File: src/hdl/mdg_ram.sv
// Generic simple dual-port RAM with one write port and one registered read port.
module mdg_ram #(
    parameter int WIDTH = 8,
    parameter int DEPTH = 256
) (
    input  logic                     clk,
    input  logic                     we,
    input  logic [$clog2(DEPTH)-1:0] waddr,
    input  logic [WIDTH-1:0]         wdata,
    input  logic [$clog2(DEPTH)-1:0] raddr,
    output logic [WIDTH-1:0]         rdata
);

    logic [WIDTH-1:0] mem_reg [DEPTH];
    logic [WIDTH-1:0] rdata_reg;

    // Write one entry, read one entry into the output register
    always_ff @(posedge clk)
    begin
        if (we)
        begin
            mem_reg[waddr] <= wdata;
        end
        rdata_reg <= mem_reg[raddr];
    end

    assign rdata = rdata_reg;

endmodule

File: config.mk
export PLATFORM = sky130hd
export DESIGN_NAME = mdg_ram
export DESIGN_NICKNAME = d
export VERILOG_FILES = /design/src/hdl/mdg_ram.sv
export SDC_FILE = /design/constraint.sdc
export NUM_CORES = 2
export LEC_CHECK = 0
export BUFFER_PORTS_ARGS = -buffer_cell sky130_fd_sc_hd__clkbuf_2
export CORE_AREA = 3 3 465 582
export CTS_CLUSTER_SIZE = 28
export DETAILED_ROUTE_END_ITERATION = 16
export DIE_AREA = 0 0 468 585
export HOLD_SLACK_MARGIN = 0.1
export MAX_ROUTING_LAYER = met4
export SKIP_CTS_REPAIR_TIMING = 1
export SLEW_MARGIN = 30
export SYNTH_ARGS = -nofsm -noshare
export SYNTH_HDL_FRONTEND = slang
export SYNTH_SLANG_ARGS = --single-unit
File: constraint.sdc
create_clock -name clk -period 2.39 [get_ports clk]
set_input_delay 0.1195 -clock clk [delete_from_list [all_inputs] [get_ports clk]]
set_output_delay 0.1195 -clock clk [all_outputs]
set_load 0.05 [all_outputs]
==> results.md <==
* CP endpoint kind: flop
* Dpl cells at about 7800
* Final cell count without fillers at 8131
* Post-synthesis sequential area ratio at 0.775
* Worst path required time at 3.08 ns
* DP Worst Slack at -0.680 ns
* Internal at 57.6 mW
* Die W at 468 microns
* Worst hold path type: input port to flop
* Synth top area cells: edfxtp_1, mux4_2, mux2i_1
* Largest net degree at the start of global routing at around 120
* Tot GR Track Use at 0.160
* Crit Path Max Fanout at 1
* IO Count at 34
* Routability Congestion at 0.924
* Grt ovf at 0
* Die area at 274000 sq um
* Rel. slew slack at 0.392
* Worst path max stage delay at 0.68 ns
* Critical R2R Launch: mem_reg[171][0]$_DFFE_PP_
* Antenna violations before repair at 14
* Area Overhead vs Synth at 20.1%
* YS warnings at 0
* Sequential power share at 0.541
* Status: finished, final reports clean
* RSZ-0062 raised after global routing: no
* Share of the synthesized area in the top cell type at 0.773
* Post-synth EDFFs at 2048
* Minimum clock period at 2.35 ns
* Worst path setup slack after routing at roughly 0.038 ns
* Peak VDD IR at 813 uV
* Syn nets at 3759
* PD cells at roughly 770 nW/um^2
* Sw Ratio at 0.218
* Seq cells post-synth at 2056
* Critical path origin: mem_reg[171][0]$_DFFE_PP_
* CP bufs+invs at 1
* Most frequent cells in the layout: edfxtp_1, buf_4, mux4_2
* Antenna violation net count after detailed routing at 0
* Post-DP HPWL at between 100000 and 150000 microns
* Initial Utilization at 0.300
* Unique masters post-synth at 55
* Port bufs at 33
* Final Power at 73.6 mW
* Cell Area, Placed at 89300 sq um
* Top cell type by total area after synthesis: edfxtp_1
* Drt total wl at 214000 microns
* Final net count at around 4500
* Switching pwr at 16.1 mW
* Drt pass-1 iters at 6
* Final core occ at 0.361
* Mapped Cells at around 3700
* Final Cycle Share at 0.984
* Slowest cell on the critical path: o21ai_0
* First-pass GRT wire length at 308000 microns
* Final Hold Slack at 0.121 ns
* Synth Flop Type: edfxtp_1
* Die H at 585 microns
* Synthesized area per cell at 21.3 sq um
* Vias per cell at 5.01
* F_max at around 430 MHz
* Final Max Tran Viols at 0
* Worst-path cell chain: mux4_2 > o21ai_0 > a2111oi_2 > buf_4 > nor3_1 > nor4_2
* Fin Clk Skew at 0.0496 ns
* Leakage Power at 30.5 nW
* Mapped Area at around 80000 sq um
* TritonCTS clock tree: built
* Hold Fails Final Rpt at 0
* Critical Path AT at 3.04 ns
* Row cnt at 211
* Clock Power Share at 0.399
* Final Cell Area at between 90000 and 100000 sq um
* Via count at 40800
* Clock Path Buffers at 3
* First DRT Iteration DRCs at 4549
* # setup viols final at 0
* Clk_lat worst skew at around 0.84 ns
* HP Start: wdata[1]
* Setup TNS at 0 ns
* Fillers at about 24000
* Critical Path Start Type: flop
* Root buffer cell: clkbuf_16
* Layout cell share with drive strength beyond 1 at 0.326
* Reg clk slew, reported paths at 0.06 ns
* CP delay by family, top: compound AO/OA/AOI/OAI gates
* Max cap viols at 0
* CTS H-tree depth at 4
* CP Class: flop to flop
* Vias in the first global route at 41600
* Remaining DRCs at 0
* Per-cell routed wire length at 26.3 microns
* Commonest non-fill, non-tap cell in the layout: edfxtp_1
* Combinational Power Share at 0.060
* Number of clock sinks at 2056
* Max reg flops at just over 2000
* Slew at the pin with the worst max-slew slack at 0.903 ns
* Async SR Flop Fraction at 0
* Clock buffer count from CTS at 188
* CORE AREA at ~260000 sq um
-- final timing paths --
kind | end | slack, ns | depth (start not counted)
setup / recovery | rdata[0]$_DFF_P_ | 0.04 | 6
hold reg to reg | rdata[3]$_DFF_P_ | 1.05 | 6
hold / removal | mem_reg[147][1]$_DFFE_PP_ | 0.12 | 2
setup reg to reg | rdata[0]$_DFF_P_ | 0.04 | 6
-- worst reg2reg max path, delay by kind of cell, from the launching register on --
family | cells | cell delay, ns
AO/OA/AOI/OAI | 2 | 0.92
multiplexers | 1 | 0.47
flip-flops | 1 | 0.37
AND/OR/NAND/NOR | 2 | 0.26
buffers and inverters | 1 | 0.20
-- power groups by stage --
stage	sequential (mW)	combinational, mW	clock [mW]
final	39.8	4.40	29.4
after global routing	39.8	4.63	31.2
after CTS	39.8	4.39	29.9
after detailed placement	40.6	4.38	0
after global placement	40.6	4.33	0
after floorplan	40.6	1.93	0
-- layout make-up --
cell class,count,area [sq um],area share
Timing Repair Buffer,768,6910,0.0723
Tap cell,3514,4400,0.0460
Clock buffer,226,4890,0.0511
Clock inverter,117,1090,0.0114
Inverter,2,7.51,0.0000785
Multi-Input combinational cell,1442,16600,0.174
Antenna cell,6,15.0,0.000157
Sequential cell,2056,61700,0.645
-- Yosys cell counts, types with 3 or more instances --
library cell  instances
edfxtp_1           2048
mux4_2              454
nor2_1              282
mux2i_1             134
a22oi_1             133
clkbuf_1            111
a21oi_1              96
o221ai_1             46
nand3_1              34
nand2_1              33
buf_2                31
nor2b_1              31
o22ai_1              28
buf_4                27
nor4_1               24
buf_1                22
nor3_1               22
buf_6                21
a211oi_1             16
a221oi_1             13
buf_8                13
nand4_1              10
o211ai_1             10
o21ai_0              10
a22o_1                8
buf_12                8
dfxtp_1               8
nand2b_1              8
and2_1                6
o22a_1                5
o32ai_1               4
or2_2                 4
nor4_2                3
-- kinds of logic after synthesis --
kind of cell,Yosys count,synth area share
compound gates,385,0.0342
buf+inv,235,0.0183
simple gates,466,0.0263
flops,2056,0.775
mux,591,0.146
-- routing by layer --
layer | global-route usage | vias up | routed length [microns]
met5 | - | - | 0
met4 | 0.0697 | 0 | 10200
met3 | 0.0224 | 352 | 12700
met2 | 0.270 | 1476 | 111000
met1 | 0.191 | 21800 | 80100
li1 | - | 17200 | -
Power figures use the tool's default switching activity.
