==> src/hdl/mdg_pkg.sv <==
// Shared types, codes and helper functions of the maze generator.
package mdg_pkg;

    // Field widths fixed by the request and result formats
    localparam int POS_W      = 5;
    localparam int GRID_W     = 6;
    localparam int SEED_W     = 16;
    localparam int PERM_W     = 5;
    localparam int TRIES_W    = 3;
    localparam int PASS_W     = 4;
    localparam int CFG_IDX_W  = 2;
    localparam int CFG_DATA_W = 16;

    // Reset values of the configuration registers and of the LFSR, and the LFSR taps
    localparam logic [GRID_W-1:0] GRID_ROWS_RESET = 6'd32;
    localparam logic [GRID_W-1:0] GRID_COLS_RESET = 6'd32;
    localparam logic [SEED_W-1:0] SEED_RESET      = 16'd44257;
    localparam logic [SEED_W-1:0] LFSR_TAPS       = 16'hB400;

    // All four directions of a frame have been tried
    localparam logic [TRIES_W-1:0] TRIES_DONE = 3'd4;

    // Configuration register indexes
    typedef enum logic [CFG_IDX_W-1:0] {
        CFG_ROWS = 2'd0,
        CFG_COLS = 2'd1,
        CFG_SEED = 2'd2
    } cfg_reg_t;

    // Request kinds
    typedef enum logic {
        REQ_GEN  = 1'b0,
        REQ_READ = 1'b1
    } req_kind_t;

    // Walk directions
    typedef enum logic [1:0] {
        DIR_U = 2'd0,
        DIR_D = 2'd1,
        DIR_L = 2'd2,
        DIR_R = 2'd3
    } dir_t;

    // Try order of one cell: element 0 is tried first
    typedef dir_t [3:0] order_t;

    // Controller states
    typedef enum logic [3:0] {
        ST_CLEAR,
        ST_IDLE,
        ST_READ,
        ST_ENTER,
        ST_STEP,
        ST_CHECK,
        ST_POP,
        ST_ENT_RD,
        ST_ENT_WR
    } state_t;

    // Request payload
    typedef struct packed {
        logic             req_type;
        logic [POS_W-1:0] pos_col;
        logic [POS_W-1:0] pos_row;
    } req_t;

    // Result payload
    typedef struct packed {
        logic open_up;
        logic open_down;
        logic open_left;
        logic open_right;
        logic status;
    } res_t;

    // One grid memory word: visited mark and passages (up, down, left, right from bit 0)
    typedef struct packed {
        logic              visited;
        logic [PASS_W-1:0] pass;
    } cell_t;

    // Control from the walk sequencer to the shuffle unit
    typedef struct packed {
        logic load;
        logic advance;
    } rng_ctrl_t;

    // Lexicographic permutation k of up, down, left, right
    function automatic order_t perm_order(input logic [PERM_W-1:0] k);
        order_t ord;
        unique case (k)
            5'd0:    ord = {DIR_R, DIR_L, DIR_D, DIR_U};
            5'd1:    ord = {DIR_L, DIR_R, DIR_D, DIR_U};
            5'd2:    ord = {DIR_R, DIR_D, DIR_L, DIR_U};
            5'd3:    ord = {DIR_D, DIR_R, DIR_L, DIR_U};
            5'd4:    ord = {DIR_L, DIR_D, DIR_R, DIR_U};
            5'd5:    ord = {DIR_D, DIR_L, DIR_R, DIR_U};
            5'd6:    ord = {DIR_R, DIR_L, DIR_U, DIR_D};
            5'd7:    ord = {DIR_L, DIR_R, DIR_U, DIR_D};
            5'd8:    ord = {DIR_R, DIR_U, DIR_L, DIR_D};
            5'd9:    ord = {DIR_U, DIR_R, DIR_L, DIR_D};
            5'd10:   ord = {DIR_L, DIR_U, DIR_R, DIR_D};
            5'd11:   ord = {DIR_U, DIR_L, DIR_R, DIR_D};
            5'd12:   ord = {DIR_R, DIR_D, DIR_U, DIR_L};
            5'd13:   ord = {DIR_D, DIR_R, DIR_U, DIR_L};
            5'd14:   ord = {DIR_R, DIR_U, DIR_D, DIR_L};
            5'd15:   ord = {DIR_U, DIR_R, DIR_D, DIR_L};
            5'd16:   ord = {DIR_D, DIR_U, DIR_R, DIR_L};
            5'd17:   ord = {DIR_U, DIR_D, DIR_R, DIR_L};
            5'd18:   ord = {DIR_L, DIR_D, DIR_U, DIR_R};
            5'd19:   ord = {DIR_D, DIR_L, DIR_U, DIR_R};
            5'd20:   ord = {DIR_L, DIR_U, DIR_D, DIR_R};
            5'd21:   ord = {DIR_U, DIR_L, DIR_D, DIR_R};
            5'd22:   ord = {DIR_D, DIR_U, DIR_L, DIR_R};
            5'd23:   ord = {DIR_U, DIR_D, DIR_L, DIR_R};
            default: ord = {DIR_R, DIR_L, DIR_D, DIR_U};
        endcase
        return ord;
    endfunction

    // Passage bit of a direction
    function automatic logic [PASS_W-1:0] dir_bit(input dir_t d);
        logic [PASS_W-1:0] b;
        unique case (d)
            DIR_U: b = 4'b0001;
            DIR_D: b = 4'b0010;
            DIR_L: b = 4'b0100;
            DIR_R: b = 4'b1000;
        endcase
        return b;
    endfunction

    // Direction pointing back
    function automatic dir_t dir_opposite(input dir_t d);
        dir_t o;
        unique case (d)
            DIR_U: o = DIR_D;
            DIR_D: o = DIR_U;
            DIR_L: o = DIR_R;
            DIR_R: o = DIR_L;
        endcase
        return o;
    endfunction

    // One step of the Galois LFSR, right shift
    function automatic logic [SEED_W-1:0] lfsr_step(input logic [SEED_W-1:0] x);
        return {1'b0, x[SEED_W-1:1]} ^ (x[0] ? LFSR_TAPS : '0);
    endfunction

endpackage

==> src/hdl/mdg_shuffle.sv <==
// LFSR and try-order selection: advanced LFSR value mod 24 gives the permutation number.
module mdg_shuffle (
    input  logic                         clk,
    input  logic                         rst_n,
    input  mdg_pkg::rng_ctrl_t           ctrl,
    input  logic [mdg_pkg::SEED_W-1:0]   seed,
    output logic [mdg_pkg::PERM_W-1:0]   perm_k
);

    logic [mdg_pkg::SEED_W-1:0] lfsr_reg;
    logic [mdg_pkg::SEED_W-1:0] lfsr_next;
    logic [mdg_pkg::SEED_W-1:0] lfsr_adv;
    logic [12:0]                hi;
    logic [29:0]                prod;
    logic [12:0]                quot;
    logic [12:0]                rem3;

    assign lfsr_adv = mdg_pkg::lfsr_step(lfsr_reg);

    // Split mod 24 into the low three bits and a mod 3 of the rest
    assign hi   = lfsr_adv[15:3];
    assign prod = 30'(hi) * 30'(17'h0AAAB);
    assign quot = prod[29:17];
    assign rem3 = hi - {quot[11:0], 1'b0} - quot;

    assign perm_k = {rem3[1:0], lfsr_adv[2:0]};

    // Load the seed at generate, step once per entered cell
    always_comb
    begin
        lfsr_next = lfsr_reg;
        if (ctrl.load)
        begin
            lfsr_next = seed;
        end
        else if (ctrl.advance)
        begin
            lfsr_next = lfsr_adv;
        end
    end

    always_ff @(posedge clk or negedge rst_n)
    begin
        if (!rst_n)
        begin
            lfsr_reg <= mdg_pkg::SEED_RESET;
        end
        else
        begin
            lfsr_reg <= lfsr_next;
        end
    end

endmodule

==> config.mk <==
export PLATFORM = sky130hd
export DESIGN_NAME = mdg_shuffle
export DESIGN_NICKNAME = d
export VERILOG_FILES = /design/src/hdl/mdg_pkg.sv /design/src/hdl/mdg_shuffle.sv
export SDC_FILE = /design/constraint.sdc
export NUM_CORES = 1
export LEC_CHECK = 0
export ABC_AREA = 1
export BUFFER_PORTS_ARGS = -buffer_cell sky130_fd_sc_hd__buf_2
export CAP_MARGIN = 20
export CORE_MARGIN = 2
export CORE_UTILIZATION = 40
export DETAILED_ROUTE_END_ITERATION = 12
export GPL_ROUTABILITY_DRIVEN = 0
export GPL_TIMING_DRIVEN = 0
export PLACE_DENSITY = 0.53
export SLEW_MARGIN = 40
export SYNTH_ARGS = -nofsm -noshare
export SYNTH_HDL_FRONTEND = slang
export SYNTH_SLANG_ARGS = --single-unit
==> constraint.sdc <==
create_clock -name clk -period 11.3 [get_ports clk]
set_input_delay 1.13 -clock clk [delete_from_list [all_inputs] [get_ports clk]]
set_output_delay 1.13 -clock clk [all_outputs]
set_load 0.01 [all_outputs]
==> flow_metrics.env <==
export IMPL_largest_reg_flops=16
export IMPL_cts_hold_buffers=0
export IMPL_setup_tns_ns=0
export IMPL_cp_start_kind="register"
export IMPL_synth_edf_count=0
export IMPL_synth_fa_ha_area_share_pct=47.3
export IMPL_first_iter_violations=33
export IMPL_grt_pass1_vias=2090
export IMPL_cts_tree="built"
export IMPL_timing_fmax_ghz=0.146
export IMPL_drcViolationCount=0
export IMPL_cp_max_fo=6
export IMPL_row_count=31
export IMPL_fin_crit_sh_pct=60.7
export IMPL_cp_end_kind="output port"
export IMPL_synth_seq_cells=16
export IMPL_grt_use_total_pct=14.3
export IMPL_max_cap_violations=0
export IMPL_crit_required_ns=10.17
export IMPL_ios=25
export IMPL_fin_nets=505
export IMPL_synth_top_family_by_area="adder cells"
export IMPL_syn_avg_cell_area_um2=8.03
export IMPL_fin_util_pct=45.0
export IMPL_ctsLongestPathBuffers=2
export IMPL_clock_sink_count=16
export IMPL_synth_most_common_cell="inv_1"
export IMPL_die_h_um=90.0
export IMPL_antenna_found_initial=0
export IMPL_synth_area_mux_share_pct=0
export IMPL_synthSimpleGateAreaFrac_pct=16.2
export IMPL_cp_arrival_ns=5.72
export IMPL_dr_pass1_iters=3
export IMPL_hold_violations=0
export IMPL_die_area_um2=8090
export IMPL_drive_above_1_share_pct=12.4
export IMPL_portBuffers=23
export IMPL_synth_area_leader_cell="fa_1"
export IMPL_placedInstanceArea_um2=3190
export IMPL_slew_violations=0
export IMPL_synth_nets=477
export IMPL_synth_compound_area_share_pct=4.53
export IMPL_synthCells=368
export IMPL_syn_cell_area_um2=2960
export IMPL_start_util_pct=41.0
export IMPL_clockRootBuffer="clkbuf_8"
export IMPL_die_w_um=90.0
export IMPL_cts_resized_gates=0
export IMPL_synth_common_cells="102 x inv_1, 88 x nand2_1, 51 x ha_1, 38 x fa_1, 15 x nand3_1"
export IMPL_rsz0062_at_grt="false"
export IMPL_via_count=2119
export IMPL_hp_class="reg -> reg"
export IMPL_fillCellCount=787
export IMPL_synth_seq_area_share_pct=13.9
export IMPL_max_stage_delay_ns=0.59
export IMPL_final_cell_area_um2=3250
export IMPL_synthArstFlopShare_pct=100
export IMPL_via_per_inst=4.29
export IMPL_clk_latency_ns=0.25
export IMPL_cts_setup_buffers=0
export IMPL_setup_viol=0
export IMPL_tightest_slew_ns=0.359
export IMPL_area_growth_pct=9.95
export IMPL_wl_um=5420
export IMPL_postRouteAntennaNets=0
export IMPL_clock_skew_final_ns=0.00465
export IMPL_hpwlAfterDp_um=4930
export IMPL_synthXorXnorAreaFrac_pct=2.96
export IMPL_synth_area_leaders="fa_1 26%, ha_1 22%, inv_1 13%"
export IMPL_synth_top_area_share_pct=25.7
export IMPL_diodes=0
export IMPL_cpMaxStageDelayCell="fa_1"
export IMPL_yosys_warnings=0
export IMPL_slew_headroom_pct=76.1
export IMPL_grt_pass1_wl_um=9470
export IMPL_yosysUniqueCellTypes=27
export IMPL_clk_pin_slew_ns=0.06
export IMPL_core_um2=7210
export IMPL_cpMostUsedCell="nand2_1"
export IMPL_crit_type="reg -> out"
export IMPL_grt_max_degree=17
export IMPL_min_period_ns=6.85
export IMPL_cts_buffers=3
export IMPL_htree_num_levels=1
export IMPL_overflow=0
export IMPL_synth_main_ff_cell="dfstp_2"
export IMPL_fin_cells=494
export IMPL_placed_cells=490
export IMPL_wl_per_cell_um=11.0
export IMPL_outcome="finished clean"
cells in the final DEF (no fill, tap or decap), types with 2 or more instances in the layout:
| cell | netlist | final |
|---|---|---|
| nor2_1 | 8 | 8 |
| nor2_2 | 2 | 2 |
| clkinv_1 | 2 | 2 |
| dfrtp_1 | 8 | 8 |
| o21ai_0 | 2 | 2 |
| o211ai_1 | 7 | 7 |
| dfstp_2 | 8 | 8 |
| inv_1 | 102 | 102 |
| buf_2 | 3 | 26 |
| nand2_1 | 88 | 88 |
| xnor2_1 | 6 | 6 |
| ha_1 | 51 | 51 |
| fa_1 | 38 | 38 |
| xor2_1 | 4 | 4 |
| buf_4 | 3 | 3 |
| clkbuf_1 | 2 | 2 |
| clkbuf_8 | 0 | 4 |
| inv_2 | 3 | 3 |
| nand3_1 | 15 | 15 |
| a21oi_1 | 8 | 8 |
path summary, 6_finish.rpt:
kind | endpoint | slack (ns) | from | cells after the start
setup / recovery | perm_k[4] | 4.45 | lfsr_reg[0]$_DFFE_PN1P_ | 28
hold / removal | lfsr_reg[11]$_DFFE_PN1P_ | 0.51 | lfsr_reg[11]$_DFFE_PN1P_ | 2
setup reg to reg | lfsr_reg[12]$_DFFE_PN0P_ | 10.05 | lfsr_reg[0]$_DFFE_PN1P_ | 4
hold reg to reg | lfsr_reg[11]$_DFFE_PN1P_ | 0.51 | lfsr_reg[11]$_DFFE_PN1P_ | 2
max in group asynchronous | lfsr_reg[0]$_DFFE_PN1P_ | 10.21 | rst_n | 1
min in group asynchronous | lfsr_reg[3]$_DFFE_PN0P_ | 0.78 | rst_n | 1
critical path: cells and delay by family (launching register included):
family	cells	cell delay, ns
adders and majority gates	6	2.68
and+or+nand+nor	12	0.98
xor gates and xnor gates	3	0.66
buffers and inverters	7	0.60
DFF	1	0.54
kinds of logic after synthesis:
group	after synthesis
simple gates	117
xor+xnor	10
fa+ha+maj	89
flops	16
compound gates	21
buf+inv	115
final cells by class:
class | count | area [µm²] | area share, %
timing repair buffer | 23 | 115 | 3.54
multi-input combinational | 237 | 2100 | 64.6
tap | 99 | 124 | 3.81
buffer | 8 | 45.0 | 1.39
inverter | 107 | 402 | 12.4
clock buffer | 4 | 55.1 | 1.69
sequential | 16 | 410 | 12.6
metrics by stage:
stage	setup WS (ns)	hold slack (ns)
after CTS	4.36	0.512
after global placement	4.68	0.490
final	4.45	0.511
after global routing	4.05	0.548
after floorplan	5.21	0.475
after detailed placement	4.67	0.502
per-layer routing:
metal / GRT usage, % / part of all wire (%) / vias up
li1: - / - / 1154
met1: 20.4 / 51 / 937
met2: 24.4 / 46 / 23
met3: 0.838 / 1.8 / 5
met4: 3.08 / 0.96 / 0
met5: 0 / 0 / -
Power is not shown: default switching activity piles up to over one toggle a cycle in this logic, so the estimate is an artifact.
